[src/rtl/ddhd_pkg.sv]
// ddhd_pkg: shared types, constants and the code-length order table
// for the deflate dynamic header decoder core and its submodules.
// no dependencies.
package ddhd_pkg;

	localparam int CL_LOOKUP_BITS_DEF = 7;
	localparam int CL_SYMS = 19;
	localparam int QDEPTH = 4;
	localparam logic [8:0] LIT_BASE = 9'd257;
	localparam logic [4:0] CL_EMPTY = 5'd31;

	localparam logic [2:0] ERR_NONE = 3'd0;
	localparam logic [2:0] ERR_TYPE = 3'd1;
	localparam logic [2:0] ERR_CODE = 3'd2;
	localparam logic [2:0] ERR_NOPREV = 3'd3;
	localparam logic [2:0] ERR_OVERRUN = 3'd4;

	typedef enum logic [1:0] {
		KIND_HEADER = 2'd0,
		KIND_RUN = 2'd1,
		KIND_ERROR = 2'd2
	} kind_t;

	typedef struct packed {
		logic [7:0] data;
		logic start;
	} byte_item_t;

	typedef struct packed {
		kind_t kind;
		logic tsel;
		logic [8:0] first;
		logic [7:0] run;
		logic [3:0] len;
		logic [8:0] lit;
		logic [5:0] dcnt;
		logic fin;
		logic [2:0] err;
		logic done;
	} result_t;

	typedef struct packed {
		logic busy;
		logic done;
		logic ok;
	} tbl_status_t;

	// permuted order of the code-length code lengths
	function automatic logic [4:0] cl_order_f(input logic [4:0] i);
		logic [4:0] r;
		case (i)
			5'd0: r = 5'd16;
			5'd1: r = 5'd17;
			5'd2: r = 5'd18;
			5'd3: r = 5'd0;
			5'd4: r = 5'd8;
			5'd5: r = 5'd7;
			5'd6: r = 5'd9;
			5'd7: r = 5'd6;
			5'd8: r = 5'd10;
			5'd9: r = 5'd5;
			5'd10: r = 5'd11;
			5'd11: r = 5'd4;
			5'd12: r = 5'd12;
			5'd13: r = 5'd3;
			5'd14: r = 5'd13;
			5'd15: r = 5'd2;
			5'd16: r = 5'd14;
			5'd17: r = 5'd1;
			5'd18: r = 5'd15;
			default: r = 5'd0;
		endcase
		return r;
	endfunction

endpackage

[src/rtl/deflate_dynamic_header_decoder_core.sv]
// deflate_dynamic_header_decoder_core: top level of the dynamic header decoder.
// depends on ddhd_pkg, ddhd_front, ddhd_table and ddhd_back.
//
// Takes compressed bytes (bits used lsb first) and parses a deflate block header:
// bfinal and btype, then hlit, hdist and hclen, the code-length code lengths,
// and the literal/length and distance code lengths as runs. Set s_tuser to 1 on
// the byte that opens a header; other bytes seen while idle are dropped. Each
// output transfer is header info, a run of lengths or an error; m_tlast marks
// the last transfer of a header or any error. Stored, fixed and reserved blocks
// give an unsupported-type error. A four-entry byte queue sits in front
// of the parser, so input and output stall independently. While the output is
// free, the parser takes one field, one code-length entry or one repeat per
// cycle; a symbol is looked up in the code-length table through a registered
// memory read. Once per header the table build runs through count, first codes,
// memory clear and fill; that build and the single write port of the lookup
// memory set the header cost.
module deflate_dynamic_header_decoder_core #(
	parameter int CL_LOOKUP_BITS = ddhd_pkg::CL_LOOKUP_BITS_DEF
) (
	input logic clk,
	input logic arst_n,
	input logic s_tvalid,
	output logic s_tready,
	input logic [7:0] s_tdata,   // [7:0] data_byte
	input logic [0:0] s_tuser,   // [0] start_req
	output logic m_tvalid,
	input logic m_tready,
	output logic [39:0] m_tdata, // [8:0] first_index, [16:9] run_count,
	                             // [20:17] code_length, [29:21] literal_count,
	                             // [35:30] distance_count, [36] final_block,
	                             // [39:37] error_code
	output logic [2:0] m_tuser,  // [1:0] out_kind, [2] table_select
	output logic m_tlast         // header_done
);
	import ddhd_pkg::*;

	// queue between input side and parser
	byte_item_t item;
	logic item_valid;
	logic item_ready;

	// lookup table build and read
	logic build;
	logic [CL_SYMS-1:0][2:0] cl_len;
	logic [CL_LOOKUP_BITS-1:0] rd_addr;
	logic [7:0] rd_data;
	tbl_status_t tbl_st;

	result_t res;

	ddhd_front u_front (
		.clk(clk),
		.arst_n(arst_n),
		.s_tvalid(s_tvalid),
		.s_tready(s_tready),
		.s_tdata(s_tdata),
		.s_tuser(s_tuser),
		.item(item),
		.item_valid(item_valid),
		.item_ready(item_ready)
	);

	ddhd_table #(.LB(CL_LOOKUP_BITS)) u_table (
		.clk(clk),
		.arst_n(arst_n),
		.build(build),
		.cl_len(cl_len),
		.rd_addr(rd_addr),
		.rd_data(rd_data),
		.status(tbl_st)
	);

	ddhd_back #(.LB(CL_LOOKUP_BITS)) u_back (
		.clk(clk),
		.arst_n(arst_n),
		.item(item),
		.item_valid(item_valid),
		.item_ready(item_ready),
		.build(build),
		.cl_len(cl_len),
		.rd_addr(rd_addr),
		.rd_data(rd_data),
		.tbl_st(tbl_st),
		.res(res),
		.res_valid(m_tvalid),
		.res_ready(m_tready)
	);

	// pack the result transfer
	assign m_tdata = {res.err, res.fin, res.dcnt, res.lit, res.len, res.run, res.first};
	assign m_tuser = {res.tsel, res.kind};
	assign m_tlast = res.done;

	// every error transfer closes the header
	a_err_done: assert property (@(posedge clk) disable iff (!arst_n)
		m_tvalid && (m_tuser[1:0] == KIND_ERROR) |-> m_tlast)
		else $error("error transfer without header_done");

	// a run transfer never carries an empty run
	a_run_nonzero: assert property (@(posedge clk) disable iff (!arst_n)
		m_tvalid && (m_tuser[1:0] == KIND_RUN) |-> (m_tdata[16:9] != 8'd0))
		else $error("run transfer with zero count");

	// header info always reports a literal count of at least 257
	a_hdr_lit: assert property (@(posedge clk) disable iff (!arst_n)
		m_tvalid && (m_tuser[1:0] == KIND_HEADER) |-> (m_tdata[29:21] >= LIT_BASE))
		else $error("header transfer with short literal count");

endmodule

[src/rtl/ddhd_front.sv]
// ddhd_front: input side, takes byte transfers and queues them for the parser.
// depends on ddhd_pkg.
module ddhd_front (
	input logic clk,
	input logic arst_n,
	input logic s_tvalid,
	output logic s_tready,
	input logic [7:0] s_tdata,
	input logic [0:0] s_tuser,
	output ddhd_pkg::byte_item_t item,
	output logic item_valid,
	input logic item_ready
);
	import ddhd_pkg::*;

	localparam int PW = $clog2(QDEPTH);

	byte_item_t mem_q [QDEPTH];
	logic [PW-1:0] wr_ptr_q;
	logic [PW-1:0] rd_ptr_q;
	logic [PW:0] cnt_q;
	logic push;
	logic pop;

	assign s_tready = (cnt_q != (PW+1)'(QDEPTH));
	assign item_valid = (cnt_q != '0);
	assign item = mem_q[rd_ptr_q];
	assign push = s_tvalid && s_tready;
	assign pop = item_valid && item_ready;

	always_ff @(posedge clk) begin
		if (push) begin
			mem_q[wr_ptr_q] <= '{data: s_tdata, start: s_tuser[0]};
		end
	end

	always_ff @(posedge clk or negedge arst_n) begin
		if (!arst_n) begin
			wr_ptr_q <= '0;
			rd_ptr_q <= '0;
			cnt_q <= '0;
		end else begin
			if (push) wr_ptr_q <= wr_ptr_q + 1'b1;
			if (pop) rd_ptr_q <= rd_ptr_q + 1'b1;
			if (push && !pop) cnt_q <= cnt_q + 1'b1;
			else if (pop && !push) cnt_q <= cnt_q - 1'b1;
		end
	end

endmodule

[src/rtl/ddhd_table.sv]
// ddhd_table: canonical lookup builder for the code-length code and its memory.
// depends on ddhd_pkg.
module ddhd_table #(
	parameter int LB = ddhd_pkg::CL_LOOKUP_BITS_DEF
) (
	input logic clk,
	input logic arst_n,
	input logic build,
	input logic [ddhd_pkg::CL_SYMS-1:0][2:0] cl_len,
	input logic [LB-1:0] rd_addr,
	output logic [7:0] rd_data,
	output ddhd_pkg::tbl_status_t status
);
	import ddhd_pkg::*;

	localparam int DEPTH = 1 << LB;
	localparam int KW = LB + 5;

	typedef enum logic [2:0] {T_IDLE, T_COUNT, T_NEXT, T_CLEAR, T_FILL} tst_t;

	tst_t st_q;
	logic [4:0] n_q;
	logic [4:0] cnt_q [8];
	logic [7:0] nxt_q [8];
	logic [7:0] code_q;
	logic [2:0] b_q;
	logic [KW-1:0] kraft_q;
	logic [LB-1:0] addr_q;
	logic [LB-1:0] j_q;
	logic done_q;
	logic ok_q;

	logic [7:0] mem_q [DEPTH];

	logic [2:0] cur_len;
	logic [KW-1:0] kraft_nx;
	logic [7:0] code_n;
	logic [7:0] cur_code;
	logic [6:0] rev7;
	logic [6:0] rev;
	logic [LB+6:0] fa_w;
	logic [LB-1:0] fill_addr;
	logic j_last;
	logic we;
	logic [LB-1:0] wa;
	logic [7:0] wd;

	always_comb begin
		cur_len = cl_len[n_q];
		kraft_nx = kraft_q + ((cur_len != 3'd0) ? (KW'(1) << (LB - int'(cur_len))) : '0);
		code_n = (code_q + 8'(cnt_q[b_q - 3'd1])) << 1;
		cur_code = nxt_q[cur_len];
		for (int k = 0; k < 7; k++) rev7[k] = cur_code[6-k];
		rev = rev7 >> (3'd7 - cur_len);
		fa_w = (LB+7)'(rev) | ((LB+7)'(j_q) << cur_len);
		fill_addr = fa_w[LB-1:0];
		j_last = (j_q == LB'((1 << (LB - int'(cur_len))) - 1));
		we = (st_q == T_CLEAR) || (st_q == T_FILL && cur_len != 3'd0);
		wa = (st_q == T_CLEAR) ? addr_q : fill_addr;
		wd = (st_q == T_CLEAR) ? {3'd0, CL_EMPTY} : {cur_len, n_q};
	end

	assign status = '{busy: (st_q != T_IDLE), done: done_q, ok: ok_q};

	always_ff @(posedge clk) begin
		if (we) mem_q[wa] <= wd;
		rd_data <= mem_q[rd_addr];
	end

	always_ff @(posedge clk or negedge arst_n) begin
		if (!arst_n) begin
			st_q <= T_IDLE;
			n_q <= '0;
			for (int i = 0; i < 8; i++) begin
				cnt_q[i] <= '0;
				nxt_q[i] <= '0;
			end
			code_q <= '0;
			b_q <= '0;
			kraft_q <= '0;
			addr_q <= '0;
			j_q <= '0;
			done_q <= 1'b0;
			ok_q <= 1'b0;
		end else begin
			case (st_q)
				T_IDLE: begin
					if (build) begin
						n_q <= '0;
						kraft_q <= '0;
						for (int i = 0; i < 8; i++) cnt_q[i] <= '0;
						done_q <= 1'b0;
						ok_q <= 1'b0;
						st_q <= T_COUNT;
					end
				end
				T_COUNT: begin
					if (cur_len != 3'd0) cnt_q[cur_len] <= cnt_q[cur_len] + 5'd1;
					kraft_q <= kraft_nx;
					if (n_q == 5'(CL_SYMS - 1)) begin
						if (kraft_nx > KW'(DEPTH)) begin
							done_q <= 1'b1;
							st_q <= T_IDLE;
						end else begin
							b_q <= 3'd1;
							code_q <= '0;
							st_q <= T_NEXT;
						end
					end else begin
						n_q <= n_q + 5'd1;
					end
				end
				T_NEXT: begin
					nxt_q[b_q] <= code_n;
					code_q <= code_n;
					if (b_q == 3'd7) begin
						addr_q <= '0;
						st_q <= T_CLEAR;
					end else begin
						b_q <= b_q + 3'd1;
					end
				end
				T_CLEAR: begin
					addr_q <= addr_q + 1'b1;
					if (addr_q == LB'(DEPTH - 1)) begin
						n_q <= '0;
						j_q <= '0;
						st_q <= T_FILL;
					end
				end
				T_FILL: begin
					if (cur_len == 3'd0 || j_last) begin
						j_q <= '0;
						if (cur_len != 3'd0) nxt_q[cur_len] <= nxt_q[cur_len] + 8'd1;
						if (n_q == 5'(CL_SYMS - 1)) begin
							done_q <= 1'b1;
							ok_q <= 1'b1;
							st_q <= T_IDLE;
						end else begin
							n_q <= n_q + 5'd1;
						end
					end else begin
						j_q <= j_q + 1'b1;
					end
				end
				default: st_q <= T_IDLE;
			endcase
		end
	end

endmodule

[src/rtl/ddhd_back.sv]
// ddhd_back: header parser, bit buffer, symbol decode and result register.
// depends on ddhd_pkg; drives ddhd_table through its build and read ports.
module ddhd_back #(
	parameter int LB = ddhd_pkg::CL_LOOKUP_BITS_DEF
) (
	input logic clk,
	input logic arst_n,
	input ddhd_pkg::byte_item_t item,
	input logic item_valid,
	output logic item_ready,
	output logic build,
	output logic [ddhd_pkg::CL_SYMS-1:0][2:0] cl_len,
	output logic [LB-1:0] rd_addr,
	input logic [7:0] rd_data,
	input ddhd_pkg::tbl_status_t tbl_st,
	output ddhd_pkg::result_t res,
	output logic res_valid,
	input logic res_ready
);
	import ddhd_pkg::*;

	typedef enum logic [1:0] {B_POP, B_PARSE, B_SPLIT, B_BUILD} bst_t;
	typedef enum logic [2:0] {
		PH_IDLE, PH_TYPE, PH_HLIT, PH_HDIST, PH_HCLEN, PH_CLLEN, PH_SYMS
	} ph_t;
	localparam logic [1:0] PEND_NONE = 2'd0;
	localparam logic [1:0] PEND_16 = 2'd1;
	localparam logic [1:0] PEND_17 = 2'd2;
	localparam logic [1:0] PEND_18 = 2'd3;

	bst_t bst_q;
	ph_t ph_q;
	logic [15:0] buf_q;
	logic [4:0] held_q;
	logic [8:0] lit_q;
	logic [5:0] dist_q;
	logic [4:0] clen_q;
	logic [CL_SYMS-1:0][2:0] cl_len_q;
	logic [8:0] idx_q;
	logic [3:0] prev_q;
	logic prev_ok_q;
	logic [1:0] pend_q;
	logic fin_q;
	logic [3:0] cnt_q;
	logic lk_ok_q;
	logic build_q;
	logic [7:0] split_run_q;
	logic [3:0] split_len_q;
	logic split_done_q;
	result_t res_q;
	logic res_valid_q;

	logic out_free;
	logic [15:0] base_buf;
	logic [4:0] base_held;
	logic [15:0] app_buf;
	logic [4:0] app_held;
	logic [2:0] rep_extra;
	logic [6:0] rep_v;
	logic [7:0] rep_n;
	logic [3:0] rep_len;
	logic [4:0] lk_sym;
	logic [2:0] lk_len;
	logic [7:0] run_n;
	logic [3:0] run_len;
	logic [9:0] total;
	logic [9:0] end_idx;
	logic split;
	logic in_dist;
	logic [7:0] part;
	logic run_done;
	logic rep_go;
	logic sym_go;
	logic run_go;

	function automatic result_t mk(input kind_t k, input logic t, input logic [8:0] f,
			input logic [7:0] r, input logic [3:0] l, input logic [8:0] li,
			input logic [5:0] d, input logic fn, input logic [2:0] e, input logic dn);
		result_t x;
		x = '{kind: k, tsel: t, first: f, run: r, len: l, lit: li, dcnt: d,
			fin: fn, err: e, done: dn};
		return x;
	endfunction

	always_comb begin
		out_free = !res_valid_q || res_ready;
		base_buf = (held_q > 5'd8) ? {8'd0, buf_q[7:0]} : buf_q;
		base_held = (held_q > 5'd8) ? 5'd8 : held_q;
		app_buf = base_buf | ({8'd0, item.data} << base_held);
		app_held = base_held + 5'd8;
		case (pend_q)
			PEND_16: rep_extra = 3'd2;
			PEND_17: rep_extra = 3'd3;
			default: rep_extra = 3'd7;
		endcase
		rep_v = buf_q[6:0] & ((7'd1 << rep_extra) - 7'd1);
		rep_n = (pend_q == PEND_18) ? 8'd11 + {1'b0, rep_v} : 8'd3 + {1'b0, rep_v};
		rep_len = (pend_q == PEND_16) ? prev_q : 4'd0;
		lk_sym = rd_data[4:0];
		lk_len = rd_data[7:5];
		run_n = (pend_q != PEND_NONE) ? rep_n : 8'd1;
		run_len = (pend_q != PEND_NONE) ? rep_len : lk_sym[3:0];
		total = {1'b0, lit_q} + 10'(dist_q);
		end_idx = {1'b0, idx_q} + 10'(run_n);
		split = (idx_q < lit_q) && (end_idx > {1'b0, lit_q});
		in_dist = (idx_q >= lit_q);
		part = 8'(lit_q - idx_q);
		run_done = (end_idx >= total);
		rep_go = (pend_q != PEND_NONE) && (held_q >= {2'd0, rep_extra})
			&& !(pend_q == PEND_16 && !prev_ok_q) && !(end_idx > total);
		sym_go = (pend_q == PEND_NONE) && lk_ok_q && (lk_sym != CL_EMPTY)
			&& (lk_len != 3'd0) && ({2'd0, lk_len} <= held_q) && (lk_sym < 5'd16);
		run_go = (bst_q == B_PARSE) && out_free && (ph_q == PH_SYMS)
			&& (cnt_q <= 4'd8) && (rep_go || sym_go);
	end

	assign item_ready = (bst_q == B_POP);
	assign build = build_q;
	assign cl_len = cl_len_q;
	assign rd_addr = buf_q[LB-1:0];
	assign res = res_q;
	assign res_valid = res_valid_q;

	always_ff @(posedge clk) begin
		if (run_go) begin
			split_run_q <= 8'(run_n - part);
			split_len_q <= run_len;
			split_done_q <= run_done;
		end
	end

	always_ff @(posedge clk or negedge arst_n) begin
		if (!arst_n) begin
			bst_q <= B_POP;
			ph_q <= PH_IDLE;
			buf_q <= '0;
			held_q <= '0;
			lit_q <= '0;
			dist_q <= '0;
			clen_q <= '0;
			cl_len_q <= '0;
			idx_q <= '0;
			prev_q <= '0;
			prev_ok_q <= 1'b0;
			pend_q <= PEND_NONE;
			fin_q <= 1'b0;
			cnt_q <= '0;
			lk_ok_q <= 1'b0;
			build_q <= 1'b0;
			res_q <= '0;
			res_valid_q <= 1'b0;
		end else begin
			build_q <= 1'b0;
			if (res_valid_q && res_ready) res_valid_q <= 1'b0;
			if (!(bst_q == B_PARSE && !out_free)) lk_ok_q <= 1'b0;
			case (bst_q)
				B_POP: begin
					if (item_valid) begin
						cnt_q <= '0;
						if (item.start) begin
							ph_q <= PH_TYPE;
							cl_len_q <= '0;
							idx_q <= '0;
							prev_q <= '0;
							prev_ok_q <= 1'b0;
							fin_q <= 1'b0;
							pend_q <= PEND_NONE;
							buf_q <= {8'd0, item.data};
							held_q <= 5'd8;
							bst_q <= B_PARSE;
						end else if (ph_q != PH_IDLE) begin
							buf_q <= app_buf;
							held_q <= app_held;
							bst_q <= B_PARSE;
						end
					end
				end
				B_PARSE: begin
					if (out_free) begin
						case (ph_q)
							PH_TYPE: begin
								if (held_q < 5'd3) begin
									bst_q <= B_POP;
								end else if (buf_q[2:1] != 2'd2) begin
									res_q <= mk(KIND_ERROR, 1'b0, '0, '0, '0, '0, '0,
										buf_q[0], ERR_TYPE, 1'b1);
									res_valid_q <= 1'b1;
									fin_q <= buf_q[0];
									ph_q <= PH_IDLE;
									buf_q <= '0;
									held_q <= '0;
									pend_q <= PEND_NONE;
									bst_q <= B_POP;
								end else begin
									fin_q <= buf_q[0];
									buf_q <= buf_q >> 3;
									held_q <= held_q - 5'd3;
									ph_q <= PH_HLIT;
								end
							end
							PH_HLIT: begin
								if (held_q < 5'd5) begin
									bst_q <= B_POP;
								end else begin
									lit_q <= LIT_BASE + 9'(buf_q[4:0]);
									buf_q <= buf_q >> 5;
									held_q <= held_q - 5'd5;
									ph_q <= PH_HDIST;
								end
							end
							PH_HDIST: begin
								if (held_q < 5'd5) begin
									bst_q <= B_POP;
								end else begin
									dist_q <= 6'd1 + 6'(buf_q[4:0]);
									buf_q <= buf_q >> 5;
									held_q <= held_q - 5'd5;
									ph_q <= PH_HCLEN;
								end
							end
							PH_HCLEN: begin
								if (held_q < 5'd4) begin
									bst_q <= B_POP;
								end else begin
									clen_q <= 5'd4 + 5'(buf_q[3:0]);
									res_q <= mk(KIND_HEADER, 1'b0, '0, '0, '0, lit_q, dist_q,
										fin_q, ERR_NONE, 1'b0);
									res_valid_q <= 1'b1;
									cnt_q <= cnt_q + 4'd1;
									idx_q <= '0;
									buf_q <= buf_q >> 4;
									held_q <= held_q - 5'd4;
									ph_q <= PH_CLLEN;
								end
							end
							PH_CLLEN: begin
								if (held_q < 5'd3) begin
									bst_q <= B_POP;
								end else begin
									if (idx_q < 9'(CL_SYMS)) begin
										cl_len_q[cl_order_f(idx_q[4:0])] <= buf_q[2:0];
									end
									idx_q <= idx_q + 9'd1;
									buf_q <= buf_q >> 3;
									held_q <= held_q - 5'd3;
									if (idx_q + 9'd1 >= 9'(clen_q)) begin
										build_q <= 1'b1;
										bst_q <= B_BUILD;
									end
								end
							end
							PH_SYMS: begin
								if (cnt_q > 4'd8) begin
									bst_q <= B_POP;
								end else if (pend_q != PEND_NONE) begin
									if (held_q < {2'd0, rep_extra}) begin
										bst_q <= B_POP;
									end else if ((pend_q == PEND_16 && !prev_ok_q)
											|| (end_idx > total)) begin
										res_q <= mk(KIND_ERROR, 1'b0, '0, '0, '0, '0, '0, fin_q,
											(pend_q == PEND_16 && !prev_ok_q) ? ERR_NOPREV
											: ERR_OVERRUN, 1'b1);
										res_valid_q <= 1'b1;
										ph_q <= PH_IDLE;
										buf_q <= '0;
										held_q <= '0;
										pend_q <= PEND_NONE;
										bst_q <= B_POP;
									end else begin
										prev_q <= rep_len;
										prev_ok_q <= 1'b1;
										pend_q <= PEND_NONE;
										buf_q <= buf_q >> rep_extra;
										held_q <= held_q - 5'(rep_extra);
									end
								end else if (!lk_ok_q) begin
									lk_ok_q <= 1'b1;
								end else if (lk_sym == CL_EMPTY) begin
									if (held_q >= 5'(LB)) begin
										res_q <= mk(KIND_ERROR, 1'b0, '0, '0, '0, '0, '0, fin_q,
											ERR_CODE, 1'b1);
										res_valid_q <= 1'b1;
										ph_q <= PH_IDLE;
										buf_q <= '0;
										held_q <= '0;
										pend_q <= PEND_NONE;
									end
									bst_q <= B_POP;
								end else if (lk_len == 3'd0 || {2'd0, lk_len} > held_q) begin
									bst_q <= B_POP;
								end else begin
									buf_q <= buf_q >> lk_len;
									held_q <= held_q - 5'(lk_len);
									if (lk_sym < 5'd16) begin
										prev_q <= lk_sym[3:0];
										prev_ok_q <= 1'b1;
									end else begin
										pend_q <= lk_sym[1:0] + 2'd3 - 2'd2;
									end
								end
							end
							default: bst_q <= B_POP;
						endcase
					end
				end
				B_SPLIT: begin
					if (out_free) begin
						res_q <= mk(KIND_RUN, 1'b1, '0, split_run_q, split_len_q, '0, '0,
							1'b0, ERR_NONE, split_done_q);
						res_valid_q <= 1'b1;
						cnt_q <= cnt_q + 4'd1;
						if (split_done_q) begin
							ph_q <= PH_IDLE;
							buf_q <= '0;
							held_q <= '0;
							pend_q <= PEND_NONE;
						end
						bst_q <= B_PARSE;
					end
				end
				B_BUILD: begin
					if (!build_q && !tbl_st.busy && tbl_st.done) begin
						if (tbl_st.ok) begin
							idx_q <= '0;
							prev_ok_q <= 1'b0;
							pend_q <= PEND_NONE;
							ph_q <= PH_SYMS;
							bst_q <= B_PARSE;
						end else if (out_free) begin
							res_q <= mk(KIND_ERROR, 1'b0, '0, '0, '0, '0, '0, fin_q,
								ERR_CODE, 1'b1);
							res_valid_q <= 1'b1;
							ph_q <= PH_IDLE;
							buf_q <= '0;
							held_q <= '0;
							pend_q <= PEND_NONE;
							bst_q <= B_POP;
						end
					end
				end
				default: bst_q <= B_POP;
			endcase

			// a decoded length or repeat becomes one run, or two across the table edge
			if (run_go) begin
				idx_q <= end_idx[8:0];
				res_valid_q <= 1'b1;
				cnt_q <= cnt_q + 4'd1;
				if (split) begin
					res_q <= mk(KIND_RUN, 1'b0, idx_q, part, run_len, '0, '0, 1'b0,
						ERR_NONE, 1'b0);
					bst_q <= B_SPLIT;
				end else begin
					res_q <= mk(KIND_RUN, in_dist, in_dist ? 9'(idx_q - lit_q) : idx_q,
						run_n, run_len, '0, '0, 1'b0, ERR_NONE, run_done);
					if (run_done) begin
						ph_q <= PH_IDLE;
						buf_q <= '0;
						held_q <= '0;
						pend_q <= PEND_NONE;
						bst_q <= B_POP;
					end
				end
			end
		end
	end

endmodule

[config.mk]
export PLATFORM = sky130hd
export DESIGN_NAME = deflate_dynamic_header_decoder_core
export DESIGN_NICKNAME = d
export VERILOG_FILES = /design/src/rtl/ddhd_pkg.sv /design/src/rtl/deflate_dynamic_header_decoder_core.sv /design/src/rtl/ddhd_front.sv /design/src/rtl/ddhd_table.sv /design/src/rtl/ddhd_back.sv
export SDC_FILE = /design/constraint.sdc
export NUM_CORES = 2
export LEC_CHECK = 0
export ABC_AREA = 1
export BUFFER_PORTS_ARGS = -buffer_cell sky130_fd_sc_hd__buf_2
export CAP_MARGIN = 20
export CORE_MARGIN = 3
export CORE_UTILIZATION = 40
export DETAILED_ROUTE_END_ITERATION = 6
export GPL_TIMING_DRIVEN = 0
export MAX_ROUTING_LAYER = met4
export RECOVER_POWER = 25
export SYNTH_ARGS = -nofsm -noshare
export SYNTH_HDL_FRONTEND = slang
export SYNTH_SLANG_ARGS = --single-unit
[constraint.sdc]
create_clock -name clk -period 7.97 [get_ports clk]
set_clock_uncertainty 0.1 [all_clocks]
set_input_delay 0.3985 -clock clk [delete_from_list [all_inputs] [get_ports clk]]
set_output_delay 0.3985 -clock clk [all_outputs]
set_load 0.005 [all_outputs]
Word-level counts from Yosys, hierarchy flattened
Memory sizes are Yosys's and may differ from the RTL's. A register that Yosys moved wholly into a read port is not among the register bits.
Cells that the tools add are included.
{ "totals": {"register_bits": 341, "latch_bits": 0, "mem_bits_rw": 1060, "mem_bits_ro": 160, "inputBits": 13, "wordCells": 641, "mem_count": 3} }
{ "classes": {"addsub": 37, "mul": 0, "div": 0, "magnitude_cmp": 28, "n_eq_ne": 74, "shift": 8, "mux": 319, "n_bitwise": 8, "reduce_logical": 88} }
{ "memory_table": {"columns": ["memory", "words", "word_bits", "rd", "rd_ports_with_merged_regs", "wr", "line_no", "rtl"], "rows": [
  ["u_table.mem_q", 128, 8, 1, 1, 1, "ddhd_table.sv:33", "logic [7:0] mem_q [DEPTH];"],
  ["(no name shown)", 32, 5, 1, 0, 0, "ddhd_pkg.sv:51", "case (i)"],
  ["u_front.mem_q", 4, 9, 1, 0, 1, "ddhd_front.sv:18", "byte_item_t mem_q [QDEPTH];"]
]} }
{ "op_table": {"columns": ["operator", "n"], "rows": [
  ["2-to-1 mux 44 bit", 16],
  ["2-to-1 mux 16 bit", 25],
  ["2-to-1 mux 57 bit", 6],
  ["case mux 44 bit (3 select lines)", 2],
  ["2-to-1 mux 5 bit", 40],
  ["bitwise mux 64 bit", 2],
  ["2-to-1 mux 64 bit", 2],
  ["case mux 64 bit (2 select lines)", 1],
  ["case mux 57 bit (2 select lines)", 1],
  ["2-to-1 mux 3 bit", 36],
  ["2-to-1 mux 2 bit", 47],
  ["2-to-1 mux 9 bit", 9],
  ["2-to-1 mux 4 bit", 20],
  ["2-to-1 mux 40 bit", 2],
  ["case mux 16 bit (5 select lines)", 1],
  ["case mux 40 bit (2 select lines)", 1],
  ["case mux 16 bit (4 select lines)", 1],
  ["bitwise mux 57 bit", 1],
  ["2-to-1 mux 8 bit", 7],
  ["2-to-1 mux 1 bit", 54],
  ["demux 8 bit (select 3 bit)", 2],
  ["2-to-1 mux 42 bit", 1],
  ["2-to-1 mux 7 bit", 6],
  ["case mux 7 bit (2 select lines)", 3],
  ["122 further kinds", 276]
]} }

Depth between registers and ports, before layout
{ "depth": {"ltp_word": 21, "ltp_mapped": 37, "ltp_nobuf": 34} }

Hierarchy
Synthesis repeated with hierarchy kept, for this count alone.
{ "unflattened": {"cells_unflattened": 7024, "hier_area_um2": 67613.6} }
{ "by_module_without_submodules": {"columns": ["module", "n_inst", "cells_per_inst", "area_each_um2"], "rows": [
  ["ddhd_table", 1, 4586, 50581.0],
  ["ddhd_back", 1, 2275, 15152.0],
  ["ddhd_front", 1, 163, 1880.6]
]} }

Worst setup path after synthesis
No wires, ideal clock.
{ "synth_timing": {"kind": "register -> register", "start": "register u_back.buf_q[0]", "end": "register u_back.res_q (netlist bit u_back.res[0])", "setup_time_ns": 0.117, "t_arrival_ns": 5.602, "required_time_ns": 7.753, "setup_slack_ns": 2.151, "stages_incl_launch_ff": 34, "path_buffers": 6, "period_less_slack_ns": 5.819, "cell_sequence": "dfrtp_1 -> clkbuf_1 -> inv_1 -> clkbuf_1 -> clkbuf_1 -> clkbuf_1 -> buf_1 -> ha_1 -> nor2_1 -> a21oi_1 -> o21ai_0 -> a21oi_1 -> ha_1 -> a21oi_1 -> inv_1 -> a21oi_1 -> nor2_1 -> nor2_1 -> nor2_1 -> nor2_1 -> xor2_1 -> ha_1 -> nand4_1 -> nor2_1 -> nand4_1 -> nand2_1 -> nand2_1 -> o22ai_1 -> nand2_1 -> inv_1 -> clkbuf_1 -> o21ai_0 -> nand3_1 -> nand2_1"} }
{ "synth_via": {"elab_chain_len": 12, "elab_cells_between_ends": 34} }
{ "synth_rtl": {"columns": ["item", "line_no", "rtl"], "rows": [
  ["start: declaration", "ddhd_back.sv:33", "logic [15:0] buf_q;"],
  ["start signal: assignment", "ddhd_back.sv:168", "buf_q <= {8'd0, item.data};"],
  ["start signal: assignment", "ddhd_back.sv:172", "buf_q <= app_buf;"],
  ["start signal: assignment", "ddhd_back.sv:196", "buf_q <= buf_q >> 3;"],
  ["bitwise AND 7 bit *", "ddhd_back.sv:96", "rep_v = buf_q[6:0] & ((7'd1 << rep_extra) - 7'd1);"],
  ["adder 2 x 7 -> 8 bit or adder 4 x 7 -> 8 bit (tied branches)", "ddhd_back.sv:97", "rep_n = (pend_q == PEND_18) ? 8'd11 + {1'b0, rep_v} : 8'd3 + {1'b0, rep_v};"],
  ["2-to-1 mux 8 bit *", "ddhd_back.sv:97", null],
  ["net u_back.rep_n[0]", "ddhd_back.sv:60", "logic [7:0] rep_n;"],
  ["2-to-1 mux 8 bit *", "ddhd_back.sv:101", "run_n = (pend_q != PEND_NONE) ? rep_n : 8'd1;"],
  ["adder 9 x 8 -> 10 bit *", "ddhd_back.sv:104", "end_idx = {1'b0, idx_q} + 10'(run_n);"],
  ["> comparator 10 bit *", "ddhd_back.sv:110", "&& !(pend_q == PEND_16 && !prev_ok_q) && !(end_idx > total);"],
  ["zero test 1 bit *", "ddhd_back.sv:110", null],
  ["logical AND 1 bit *", "ddhd_back.sv:110", null],
  ["logical OR 1 bit *", "ddhd_back.sv:114", "&& (cnt_q <= 4'd8) && (rep_go || sym_go);"],
  ["logical AND 1 bit *", "ddhd_back.sv:114", null],
  ["net u_back.run_go", "ddhd_back.sv:74", "logic run_go;"],
  ["!= test 5 x 3 -> 1 bit (no source line) (tied with other cells)", null, null],
  ["AND reduction 16 bit (no source line)", null, null],
  ["end signal: assignment", "ddhd_back.sv:185", "res_q <= mk(KIND_ERROR, 1'b0, '0, '0, '0, '0, '0,"],
  ["end signal: assignment", "ddhd_back.sv:226", "res_q <= mk(KIND_HEADER, 1'b0, '0, '0, '0, lit_q, dist_q,"],
  ["end signal: assignment", "ddhd_back.sv:260", "res_q <= mk(KIND_ERROR, 1'b0, '0, '0, '0, '0, '0, fin_q,"],
  ["end: declaration", "ddhd_back.sv:50", "result_t res_q;"]
]} }
Mark *: on every way through the listed nets, which the timed path passes. The rest lies on a longest branch.
A chain may end at the register's enable or synchronous reset.

Final worst setup path
{ "layout_timing": {"start": "register u_back.buf_q[0]", "end": "register u_back.res_q (netlist bit u_back.res[11])"} }
{ "layout_via": {"elab_chain_len": 12, "elab_cells_between_ends": 30} }
{ "layout_rtl": {"columns": ["item", "line_no"], "rows": [
  ["bitwise AND 7 bit *", "ddhd_back.sv:96"],
  ["adder 2 x 7 -> 8 bit or adder 4 x 7 -> 8 bit (tied branches)", "ddhd_back.sv:97"],
  ["2-to-1 mux 8 bit *", "ddhd_back.sv:97"],
  ["net u_back.rep_n[0]", "ddhd_back.sv:60"],
  ["2-to-1 mux 8 bit *", "ddhd_back.sv:101"],
  ["adder 9 x 8 -> 10 bit *", "ddhd_back.sv:104"],
  ["> comparator 10 bit *", "ddhd_back.sv:110, ddhd_back.sv:259"],
  ["zero test 1 bit", "ddhd_back.sv:110"],
  ["logical AND 1 bit", "ddhd_back.sv:110"],
  ["logical OR 1 bit", "ddhd_back.sv:114"],
  ["logical AND 1 bit", "ddhd_back.sv:114"],
  ["!= test 5 x 3 -> 1 bit (no source line) (tied with other cells)", null],
  ["AND reduction 16 bit (no source line)", null]
]} }
Marks and branches as above.

==> metrics.txt <==
max frequency 133 MHz; max-slew violation count 466; Clock Sinks 1395; CP Buf/Inv Count 9; Row Count 149; largest net degree at the start of global routing 105; Synth Register Bits 1395; Power per Cell Area 449 mW/mm2; crit path capture type flip-flop; Worst Path Required 8.60 ns; Synth Cell Area 0.0667 mm2; status complete, but fails checks; vias in the first global route 52500; Max-Slew Margin vs Limit -284%; Period Utilization, post-route 94.6%; fin crit period 7.54 ns; Post-synth EDFFs 1073; Final Hold Viols 0; post-synthesis sequential area ratio 60.3%; Detailed Place HPWL 203 mm; initial antenna violation count 18; measured slew at the worst slew-check pin 5.76 ns; Most common cell on crit path nor2_1; RSZ-0062 raised after global routing no; DRC 0; ys flop type edfxtp_1; share of cells above drive strength 1 6.50%; Pwr Total 34.2 mW; Final nets 7297; clock transition at the registers of the reported paths 0.06 ns; Worst Path Arrival 8.16 ns; initial core utilization 40.3%; Die Span Y 414 um; Setup CP Type flip-flop to flip-flop; Largest stage delay, worst path 0.52 ns; CTS root buf clkbuf_16; Max Cap Violations 9; asr flop ratio synth 22.5%; die width 414 um; Worst path top cell family by delay simple AND/OR/NAND/NOR gates; H-Tree Depth 4; leakage 28.7 nW; Hold Path Class input port to flip-flop; num ports 59; area grow syn2layout 14.3%; TritonCTS clock tree yes; initial DRC count 9532; IO Port Bufs 56; startpoint types flip-flop; CTS Buf Count 152; setup TNS 0 ns; YS warnings 0; CP max FO 11; Wirelength per Cell 29.7 um; latest clock arrival within the worst-skew pair 0.85 ns; first-pass GRT wire length 393 mm; GRT Total Usage 32.8%; Post-Route WL 282 mm; DRT Pass-1 Iters 6; FILL cells 15600; Mean Syn Cell Area 9.72 um2; cell count after synthesis 6862; violated checks max-capacitance violations, max-slew violations; Die Area 0.172 mm2; routed vias/inst 6.04; via count 57300; Distinct cells, synth 66; CTS max path bufs 3; GP Congestion 1.04; worst vdd ir 0.247 mV; # setup viols final 0; critical path's slowest cell dfrtp_1; grt ovf 0; Antenna Nets Post-Route 0; core area 0.165 mm2
-- kinds of logic after synthesis --
kind of cell / Yosys count / share of synthesized area [%]
AND/OR/NAND/NOR: 2634 / 16.0
AO/OA/AOI/OAI: 1741 / 15.1
other: 1 / 0.00562
adder cells (fa/ha/maj): 122 / 2.39
buffers and inverters: 895 / 5.23
multiplexers: 5 / 0.0825
XOR/XNOR: 69 / 0.906
flip-flops: 1395 / 60.3
-- registers in the layout, indices dropped and copies added, names as in the netlist, 5 cells and up --
| register | count |
|---|---|
| u_table.kraft_q | 12 |
| u_back.dist_q | 6 |
| u_front.mem_q | 36 |
| u_back.buf_q | 16 |
| u_table.j_q | 7 |
| u_table.cnt_q | 40 |
| u_back.idx_q | 9 |
| u_back.res | 42 |
| u_back.split_run_q | 8 |
| u_back.held_q | 5 |
| u_back.cl_len | 57 |
| u_table.rd_data | 8 |
| u_back.clen_q | 5 |
| u_table.code_q | 5 |
| u_back.lit_q | 7 |
| u_table.addr_q | 7 |
| u_table.n_q | 5 |
| u_table.nxt_q | 56 |
| u_table.mem_q | 1024 |
-- final timing paths --
check,from,end,slack [ns],depth (start not counted)
worst max-delay path,u_back.buf_q[0],u_back.res[11],0.43,34
worst min-delay path,m_tready,u_back.res_valid,0.12,4
worst max register to register,u_back.buf_q[0],u_back.res[11],0.43,34
worst min register to register,u_back.res[40],u_back.res[40],0.37,2
max in group asynchronous,arst_n,u_table.cnt_q[18],1.23,4
min in group asynchronous,arst_n,u_front.wr_ptr_q[0],0.74,3
-- layer usage --
layer / vias up / global-route usage (%) / part of all wire, %
li1: 24700 / - / -
met1: 27900 / 42.1 / 38
met2: 3917 / 47.5 / 43
met3: 776 / 9.15 / 13
met4: 0 / 16.5 / 6.0
met5: - / - / 0
-- worst reg2reg max path, delay by kind of cell, from the launching register on --
| family | cells | cell delay [ns] |
|---|---|---|
| AO/OA/AOI/OAI | 3 | 0.73 |
| XOR/XNOR | 1 | 0.11 |
| adder cells (fa/ha/maj) | 3 | 0.95 |
| buffers and inverters | 9 | 2.13 |
| flip-flops | 1 | 0.52 |
| AND/OR/NAND/NOR | 18 | 2.91 |
-- stage by stage --
stage | hold slack [ns] | util, % | instance area (um2) | worst slack [ns] | std cells
global placement | 0.351 | 42.2 | 69700 | -2.49 | 9108
floorplan | 0.00291 | - | 66700 | 2.15 | 6863
global route | 0.127 | 46.1 | 76200 | 0.0671 | 9489
detailed placement | 0.117 | 42.8 | 70800 | -1.52 | 9170
CTS | 0.0662 | 46.1 | 76200 | 0.0503 | 9463
finish | 0.117 | 46.1 | 76200 | 0.434 | 9491
-- repair_timing --
action / CTS / global route
gates resized for setup: 16 / 15
hold buffers: 12 / 0
hold endpoints to repair: 143 / 0
buffers inserted: 1 / 5
endpoints found under the setup margin: 101 / 85
pin swaps: 0 / 1
-- where the power goes --
| part | internal (mW) | switching (mW) |
|---|---|---|
| Clock | 4.21 | 3.15 |
| Sequential | 9.40 | 0.376 |
| Combinational | 3.90 | 13.2 |
| Total | 17.5 | 16.7 |
-- Yosys cell counts (18+ instances only) --
cell type / instances / area, um2
nand2_1: 1158 / 4350
inv_1: 483 / 1810
nor2_1: 1050 / 3940
o21ai_1: 37 / 185
a21oi_1: 283 / 1420
o21ai_0: 863 / 4320
a31oi_1: 26 / 163
o221ai_1: 95 / 832
ha_1: 113 / 1410
edfxtp_1: 1073 / 32200
clkinv_1: 18 / 67.6
buf_2: 26 / 130
clkbuf_1: 318 / 1190
nor3_1: 61 / 305
o211ai_1: 31 / 233
o22ai_1: 240 / 1500
o2111ai_1: 26 / 228
nand4_1: 46 / 288
nand3_2: 25 / 250
nand3_1: 249 / 1250
a22oi_1: 18 / 135
xnor2_1: 18 / 158
o311ai_0: 25 / 219
xor2_1: 51 / 447
dfrtp_1: 314 / 7860
-- layout by cell type, fill, tap and decap left out, drive strengths merged, types with 13 or more instances in the layout --
cell type	n
or2	13
nand3	274
nor3	61
nand4	47
o31ai	15
dfrtp	314
a21oi	286
o21ai	902
clkbuf	545
o221ai	95
nor2	1059
ha	113
buf	157
o211ai	31
o22ai	240
a21boi	18
inv	498
o2111ai	26
nand2	1166
xnor2	18
a22oi	18
o311ai	25
bufinv	16
xor2	51
edfxtp	1073
clkinv	89
a31oi	26
-- cell type report --
cell class	instances	area [um2]	share of cell area, %
Buffer	376	1560	2.05
Tap cell	2189	2740	3.59
Sequential cell	1395	40200	52.8
Antenna cell	12	30.0	0.0394
Timing Repair Buffer	149	1540	2.02
Inverter	515	1940	2.55
Multi-Input combinational cell	4573	23000	30.2
Clock buffer	190	4090	5.37
Clock inverter	92	1090	1.43
No activity file was read; power rests on OpenSTA's default activity.
